==> config.mk <==
export PLATFORM = sky130hd
export DESIGN_NAME = two_class_ticket_queue_core
export DESIGN_NICKNAME = d
export VERILOG_FILES = /design/src/rtl/tcq_pkg.sv /design/src/rtl/two_class_ticket_queue_core.sv
export SDC_FILE = /design/constraint.sdc
export NUM_CORES = 1
export LEC_CHECK = 0
export BUFFER_PORTS_ARGS = -buffer_cell sky130_fd_sc_hd__buf_2
export CAP_MARGIN = 20
export CORE_MARGIN = 2
export CORE_UTILIZATION = 39
export CTS_CLUSTER_SIZE = 10
export DETAILED_ROUTE_END_ITERATION = 10
export SYNTH_ARGS = -nofsm -noshare
export SYNTH_HDL_FRONTEND = slang
export SYNTH_SLANG_ARGS = --single-unit
==> constraint.sdc <==
create_clock -name clk -period 6.7 [get_ports clk]
set_clock_uncertainty 0.2 [all_clocks]
set_input_delay 2.01 -clock clk [delete_from_list [all_inputs] [get_ports clk]]
set_output_delay 2.01 -clock clk [all_outputs]
set_load 0.02 [all_outputs]
==> src/rtl/tcq_pkg.sv <==
`timescale 1ns / 1ps
// tcq_pkg: shared types, codes and constants for the two-class ticket queue.
// Depends on nothing; imported by two_class_ticket_queue_core and its bench.
package tcq_pkg;

	// Default queue depth
	localparam int DEPTH_DEF = 16;

	// Highest sequence number before the per-category counter wraps to 1
	localparam logic [9:0] NUM_MAX = 10'd999;
	localparam logic [9:0] NUM_FIRST = 10'd1;

	// Request kinds
	localparam logic [1:0] FN_ISSUE  = 2'd0;
	localparam logic [1:0] FN_SERVE  = 2'd1;
	localparam logic [1:0] FN_CANCEL = 2'd2;

	// Status codes
	localparam logic [1:0] ST_OK        = 2'd0;
	localparam logic [1:0] ST_EMPTY     = 2'd1;
	localparam logic [1:0] ST_NOT_FOUND = 2'd2;
	localparam logic [1:0] ST_FULL      = 2'd3;

	// Category that is queued ahead of all others
	localparam logic [1:0] CAT_PRIORITY = 2'd0;

	// Request item
	typedef struct packed {
		logic [1:0] func;
		logic [1:0] category;
		logic [9:0] ticket_number;
	} req_item_t;

	// Result item
	typedef struct packed {
		logic [1:0] status;
		logic [1:0] out_category;
		logic [9:0] out_number;
		logic [4:0] queue_count;
	} rsp_item_t;

	// One queue slot as held in memory
	typedef struct packed {
		logic [1:0] cat;
		logic [9:0] num;
	} slot_t;

	// Sequencer states: issue a read, act on the read data, hand off the result
	typedef enum logic [1:0] {
		SQ_IDLE,
		SQ_RD,
		SQ_OP,
		SQ_FIN
	} seq_state_t;

	// What the current walk over the queue is doing
	typedef enum logic [2:0] {
		MD_SCAN,    // skip the leading run of priority tickets
		MD_INSERT,  // ripple a carried slot one place toward the tail
		MD_SERVE,   // fetch the head
		MD_SEARCH,  // look for the ticket to cancel
		MD_REMOVE   // close the gap, moving each slot one place toward the head
	} walk_mode_t;

endpackage

==> src/rtl/two_class_ticket_queue_core.sv <==
`timescale 1ns / 1ps
// two_class_ticket_queue_core: ordered ticket queue with priority insert and cancel.
// Depends on tcq_pkg (types, codes, constants).
//
//  Channel  Signals                      Dir  Payload
//  request  req_valid / req_ready / req   in  func, category, ticket_number
//  result   rsp_valid / rsp_ready / rsp  out  status, out_category, out_number,
//                                              queue_count
//
// A plain issue or a rejected request goes from idle straight to finish; a priority
// issue, serve or cancel walks the slot memory, reading each slot visited and then
// acting on it and writing it back. The registered read port of the slot memory
// sets the step. One item is worked on at a time; the result sits in an output
// register so the next item is taken while it waits. Reset clears the count and
// the counters; the slot memory needs no clearing.
module two_class_ticket_queue_core
	import tcq_pkg::*;
#(
	parameter int DEPTH = DEPTH_DEF
) (
	input  logic      clk,
	input  logic      arst_n,
	input  logic      req_valid,
	output logic      req_ready,
	input  req_item_t req,
	output logic      rsp_valid,
	input  logic      rsp_ready,
	output rsp_item_t rsp
);

	localparam int AW = $clog2(DEPTH);
	localparam int CW = $clog2(DEPTH + 1);
	localparam logic [CW-1:0] DEPTH_C = CW'(DEPTH);

	// Control and datapath registers
	seq_state_t state_q, state_d;
	walk_mode_t mode_q, mode_d;
	logic [CW-1:0] idx_q, idx_d;
	logic [CW-1:0] cnt_q, cnt_d;
	slot_t carry_q, carry_d;
	req_item_t req_q, req_d;
	rsp_item_t res_q, res_d;
	rsp_item_t rsp_q, rsp_d;
	logic rsp_valid_q, rsp_valid_d;
	logic [9:0] ctr_q [4];
	logic ctr_we;
	logic [9:0] ctr_nxt;
	logic [9:0] ctr_cur;
	logic [CW-1:0] idx_inc;

	// Slot memory ports
	slot_t mem [DEPTH];
	logic wr_en;
	logic [AW-1:0] wr_addr;
	slot_t wr_data;
	logic rd_en;
	logic [AW-1:0] rd_addr;
	slot_t rd_data_q;

	assign req_ready = (state_q == SQ_IDLE);
	assign rsp_valid = rsp_valid_q;
	assign rsp = rsp_q;
	assign idx_inc = idx_q + 1'b1;

	// Next number for the requested category
	assign ctr_cur = ctr_q[req.category];
	assign ctr_nxt = (ctr_cur >= NUM_MAX) ? NUM_FIRST : ctr_cur + 10'd1;

	// Slot memory: one write port, one registered read port
	always_ff @(posedge clk) begin
		if (wr_en) begin
			mem[wr_addr] <= wr_data;
		end
		if (rd_en) begin
			rd_data_q <= mem[rd_addr];
		end
	end

	// State register
	always_ff @(posedge clk or negedge arst_n) begin
		if (!arst_n) begin
			state_q <= SQ_IDLE;
		end else begin
			state_q <= state_d;
		end
	end

	// Sequencer: next state, memory accesses and datapath updates
	always_comb begin
		state_d = state_q;
		mode_d = mode_q;
		idx_d = idx_q;
		cnt_d = cnt_q;
		carry_d = carry_q;
		req_d = req_q;
		res_d = res_q;
		rsp_d = rsp_q;
		rsp_valid_d = rsp_valid_q && !rsp_ready;
		ctr_we = 1'b0;
		wr_en = 1'b0;
		wr_addr = idx_q[AW-1:0];
		wr_data = carry_q;
		rd_en = 1'b0;
		rd_addr = idx_q[AW-1:0];

		case (state_q)
			SQ_IDLE: begin
				if (req_valid) begin
					req_d = req;
					idx_d = '0;
					res_d = '0;
					state_d = SQ_FIN;
					case (req.func)
						FN_ISSUE: begin
							res_d.out_category = req.category;
							if (cnt_q == DEPTH_C) begin
								res_d.status = ST_FULL;
							end else begin
								ctr_we = 1'b1;
								res_d.out_number = ctr_nxt;
								if (req.category == CAT_PRIORITY) begin
									carry_d = '{cat: req.category, num: ctr_nxt};
									mode_d = MD_SCAN;
									state_d = SQ_RD;
								end else begin
									// Plain ticket goes straight to the tail
									wr_en = 1'b1;
									wr_addr = cnt_q[AW-1:0];
									wr_data = '{cat: req.category, num: ctr_nxt};
									cnt_d = cnt_q + 1'b1;
								end
							end
						end
						FN_SERVE: begin
							if (cnt_q == '0) begin
								res_d.status = ST_EMPTY;
							end else begin
								mode_d = MD_SERVE;
								state_d = SQ_RD;
							end
						end
						FN_CANCEL: begin
							if (cnt_q == '0) begin
								res_d.status = ST_EMPTY;
							end else begin
								mode_d = MD_SEARCH;
								state_d = SQ_RD;
							end
						end
						default: begin
						end
					endcase
				end
			end

			SQ_RD: begin
				state_d = SQ_OP;
				case (mode_q)
					MD_SCAN, MD_INSERT: begin
						if (idx_q == cnt_q) begin
							// Reached the tail: drop the carried slot there
							wr_en = 1'b1;
							cnt_d = cnt_q + 1'b1;
							state_d = SQ_FIN;
						end else begin
							rd_en = 1'b1;
						end
					end
					MD_SEARCH: begin
						if (idx_q == cnt_q) begin
							res_d.status = ST_NOT_FOUND;
							state_d = SQ_FIN;
						end else begin
							rd_en = 1'b1;
						end
					end
					MD_REMOVE: begin
						if (idx_inc >= cnt_q) begin
							cnt_d = cnt_q - 1'b1;
							state_d = SQ_FIN;
						end else begin
							rd_en = 1'b1;
							rd_addr = idx_inc[AW-1:0];
						end
					end
					default: begin
						// Serve reads the head
						rd_en = 1'b1;
					end
				endcase
			end

			SQ_OP: begin
				state_d = SQ_RD;
				case (mode_q)
					MD_SCAN: begin
						if (rd_data_q.cat == CAT_PRIORITY) begin
							idx_d = idx_inc;
						end else begin
							wr_en = 1'b1;
							carry_d = rd_data_q;
							idx_d = idx_inc;
							mode_d = MD_INSERT;
						end
					end
					MD_INSERT: begin
						wr_en = 1'b1;
						carry_d = rd_data_q;
						idx_d = idx_inc;
					end
					MD_SEARCH: begin
						if (rd_data_q.cat == req_q.category &&
						    rd_data_q.num == req_q.ticket_number) begin
							res_d.out_category = req_q.category;
							res_d.out_number = req_q.ticket_number;
							mode_d = MD_REMOVE;
						end else begin
							idx_d = idx_inc;
						end
					end
					MD_REMOVE: begin
						wr_en = 1'b1;
						wr_data = rd_data_q;
						idx_d = idx_inc;
					end
					default: begin
						// Serve: hand out the head, then close the gap at slot 0
						res_d.out_category = rd_data_q.cat;
						res_d.out_number = rd_data_q.num;
						mode_d = MD_REMOVE;
					end
				endcase
			end

			SQ_FIN: begin
				if (!rsp_valid_q || rsp_ready) begin
					rsp_d = res_q;
					rsp_d.queue_count = 5'(cnt_q);
					rsp_valid_d = 1'b1;
					state_d = SQ_IDLE;
				end
			end

			default: begin
				state_d = SQ_IDLE;
			end
		endcase
	end

	// Control registers
	always_ff @(posedge clk or negedge arst_n) begin
		if (!arst_n) begin
			cnt_q <= '0;
			rsp_valid_q <= 1'b0;
			mode_q <= MD_SCAN;
			ctr_q[0] <= '0;
			ctr_q[1] <= '0;
			ctr_q[2] <= '0;
			ctr_q[3] <= '0;
		end else begin
			cnt_q <= cnt_d;
			rsp_valid_q <= rsp_valid_d;
			mode_q <= mode_d;
			if (ctr_we) begin
				ctr_q[req.category] <= ctr_nxt;
			end
		end
	end

	// Payload registers
	always_ff @(posedge clk) begin
		idx_q <= idx_d;
		carry_q <= carry_d;
		req_q <= req_d;
		res_q <= res_d;
		rsp_q <= rsp_d;
	end

	// The queue never holds more than DEPTH tickets
	a_cnt_bound: assert property (@(posedge clk) disable iff (!arst_n)
		cnt_q <= DEPTH_C)
		else $error("ticket count above depth");

	// Reads and writes of the slot memory never meet in one cycle
	a_no_rw_overlap: assert property (@(posedge clk) disable iff (!arst_n)
		!(wr_en && rd_en))
		else $error("slot memory read and write in the same cycle");

	// The count only moves as a request finishes
	a_cnt_at_finish: assert property (@(posedge clk) disable iff (!arst_n)
		!$stable(cnt_q) |-> state_q == SQ_FIN)
		else $error("ticket count changed outside finish");

	// A result waiting on a stalled output is held
	a_rsp_hold: assert property (@(posedge clk) disable iff (!arst_n)
		rsp_valid && !rsp_ready |=> rsp_valid && $stable(rsp))
		else $error("stalled result changed");

endmodule

==> results.txt <==
Final WL: 44.3 mm
Ant. Diodes: 0
FFs w/ async S/R, synth: 16.1%
Crit-path max cell delay: 0.86 ns
Global-route wire length before repair: 67.7 mm
#FFs+latches synth: 317
Worst path top cell family by delay: simple AND/OR/NAND/NOR gates
Vias: 11400
Gp weighted congestion: 0.861
CTS Sinks: 317
Pre-CTS WS: 1.17 ns
WP data required: 6.72 ns
CP max stage cell: xor2_2
Combinational fraction of design power: 40.0%
Final net count: 1391
H-tree level count: 2
Vias per cell: 5.97
Non-filler cells, final: 1908
Max-Slew Margin vs Limit: 26.4%
GRT Residual Overflow: 0
Post-DRT Antenna Nets: 0
Post-CTS Hold Buffers: 0
Top Ports: 39
Worst vdd ir: 0.000391 V
Hold WC Path Type: reg -> reg
Final Hold Fails: 0
Root buffer cell: clkbuf_16
Max Slew Vio Count: 0
Worst-Skew Late Latency: 0.55 ns
CP arrival: 5.05 ns
DRC viols: 0
Final period util: 75.1%
Filler instances: 3705
Clock Pin Slew Worst Setup and Hold Paths: 0.05 ns
Register area share after synthesis: 57.1%
Slew at the pin closest to its max-slew limit: 1.10 ns
Initial antenna violation count: 0
WS Path Type: reg -> reg
Sw Pwr: 3.30 mW
Cts bufs inserted: 39
Final min period: 5.03 ns
Area delta synth->final: 11.8%
Synth Net Count: 1368
DP Cell Count: 1850
Most used DFF post-synth: edfxtp_1
CP startpoint kind: register
Die Area: 43300 µm²
Max cap viols: 0
Syn Inst Count: 1337
Die height: 208 µm
Hpwl dp: 27.6 mm
Top cell by count, worst path: nand2_1
Port Buf Inserts: 38
Setup TNS: 0 ns
Kind of end point of the critical path: register
Clk pwr share: 22.5%
Initial core utilization: 39.7%
Register area: 9260 µm²
Post-synthesis instance area: 16200 µm²
Finish-stage setup viols: 0
Max Buffers Root-to-Sink: 3
Crit-path cells: nand2_1 -> inv_1 -> nand2_1 -> xnor2_1 -> ha_1 -> a21oi_1 -> nand4_1 -> a31oi_4 -> xor2_2 -> a2111oi_0 -> nor4_1 -> nand3_1
CTS tree: yes
Hold WS: 0.218 ns
Total power: 8.40 mW
Crit path buffers/inverters: 1
Postcts setup bufs: 0
Post-CTS Resized: 0
Number of global-route vias before repair: 11300
Status: complete, no violations
Leakage: 6.36 nW
WL/cell: 23.2 µm
Global Route Usage Sum: 20.3%
Fmax: 199 MHz
CP Max Fanout: 15
Yosys cell types: 69
Largest net degree at the start of global routing: 142
Initial DRC count: 1090
Sw Ratio: 39.3%
Layout cell share with drive strength beyond 1: 13.6%
Multi-input logic area: 6480 µm²
Internal Power: 5.09 mW
Flop pwr share: 37.4%
Post-synth EDFFs: 266
1st-pass router iterations: 7
Ys Warns: 0
Unrepaired setup endpoints after global routing: false
Final WS setup: 1.67 ns
Total core area: 40900 µm²
Die X: 208 µm
Syn avg cell area: 12.1 µm²
PwrDens: 463 nW/µm²
Rows: 74
kinds of logic (layout without fill, tap and decap cells):
logic type | after synthesis | count (layout) | synth area share [%]
AND/OR/NAND/NOR | 354 | 354 | 11.0
AO/OA/AOI/OAI | 346 | 346 | 15.3
flip-flops | 317 | 317 | 57.1
multiplexers | 151 | 151 | 10.3
buffers and inverters | 122 | 161 | 3.50
XOR/XNOR | 34 | 34 | 1.83
adder cells (fa/ha/maj) | 13 | 13 | 1.00
cells in the final DEF, fill, tap and decap left out, types with 17 or more instances in the layout:
master,count
nand2_1,111
nor3_1,17
nor2_1,51
a211oi_1,83
dfrtp_1,51
clkbuf_16,39
buf_4,46
mux2i_1,127
a21oi_1,58
a2111oi_0,40
o21ai_0,48
nor4_1,19
inv_1,18
nor2b_1,80
nand3_1,28
edfxtp_1,266
a31oi_1,19
buf_2,38
metrics by stage:
| step | instance area, µm² | utilization (%) |
|---|---|---|
| after CTS | 18200 | 44.4 |
| after floorplan | 16200 | - |
| after detailed placement | 17000 | 41.7 |
| final | 18200 | 44.4 |
| after global routing | 18200 | 44.4 |
| after global placement | 17000 | 41.6 |
final cells by class:
type | count | share of cell area, %
clock buffer | 52 | 5.81
multi-input combinational | 898 | 35.7
timing repair buffer | 86 | 3.17
tap | 532 | 3.67
sequential | 317 | 51.0
inverter | 18 | 0.372
clock inverter | 5 | 0.283
worst reg2reg max path: cells and delay by family (launching register included):
| family | cells | cell delay (ns) |
|---|---|---|
| simple gates | 5 | 1.32 |
| xor+xnor | 2 | 1.00 |
| compound gates | 3 | 0.83 |
| flops | 1 | 0.80 |
| fa+ha+maj | 1 | 0.40 |
| buf+inv | 1 | 0.15 |
flip-flops by register name (all words and copies together), names as in the netlist, 2 cells and up:
signal	cells
carry_q	12
cnt_q	5
ctr_q	40
idx_q	5
mem	192
mode_q	3
rd_data_q	12
req_q	12
res_q	14
rsp	19
state_q	2
worst paths after layout:
kind	from	to	slack [ns]	depth (start not counted)
setup reg to reg	idx_q[2]$_SDFFCE_PN0P_	rd_data_q[11]$_DFFE_PP_	1.67	12
min in group asynchronous	arst_n	ctr_q[36]$_DFFE_PN0P_	1.39	2
hold / removal	res_q[18]$_SDFFCE_PP1P_	rsp[18]$_DFFE_PP_	0.22	0
max in group asynchronous	arst_n	state_q[1]$_DFFE_PN0P_	4.46	2
setup / recovery	idx_q[2]$_SDFFCE_PN0P_	rd_data_q[11]$_DFFE_PP_	1.67	12
hold reg to reg	res_q[18]$_SDFFCE_PP1P_	rsp[18]$_DFFE_PP_	0.22	0
cell usage after synthesis (8+ instances only):
cell       instances  area share, %
edfxtp_1         266             49
mux2i_1          127            7.8
nand2_1          111            2.6
a211oi_1          83            3.8
nor2b_1           82            3.2
a21oi_1           58            1.8
dfrtp_1           51            7.9
nor2_1            51            1.2
o21ai_0           50            1.5
clkbuf_1          47            1.1
a2111oi_0         40            2.2
buf_2             34            1.0
nand3_1           28           0.86
a31oi_1           21           0.81
nor4_1            19           0.73
inv_1             18           0.42
nor3_1            17           0.52
xnor2_1           17           0.92
xor2_1            17           0.92
ha_1              13            1.0
a32oi_1           12           0.65
mux4_2            12            1.7
mux2_2            11           0.76
buf_1             10           0.23
nand2b_1          10           0.39
a211oi_2           9           0.69
a22oi_1            9           0.42
o21ai_1            9           0.28
o22ai_1            9           0.35
buf_4              8           0.37
power by group through the flow:
stage	clock, mW	sequential, mW	combinational, mW
after CTS	1.93	3.14	3.33
final	1.89	3.14	3.36
after global routing	2.00	3.18	3.65
after floorplan	0	3.06	2.34
after global placement	0	3.18	3.27
after detailed placement	0	3.18	3.32
layer usage:
| metal | GRT usage [%] | vias up | wire length, µm |
|---|---|---|---|
| li1 | - | 5211 | - |
| met1 | 26.7 | 5689 | 18900 |
| met2 | 33.1 | 406 | 21000 |
| met3 | 3.79 | 94 | 2850 |
| met4 | 8.44 | 0 | 1530 |
| met5 | 0 | - | 0 |
No activity file was read; power rests on OpenSTA's default activity.
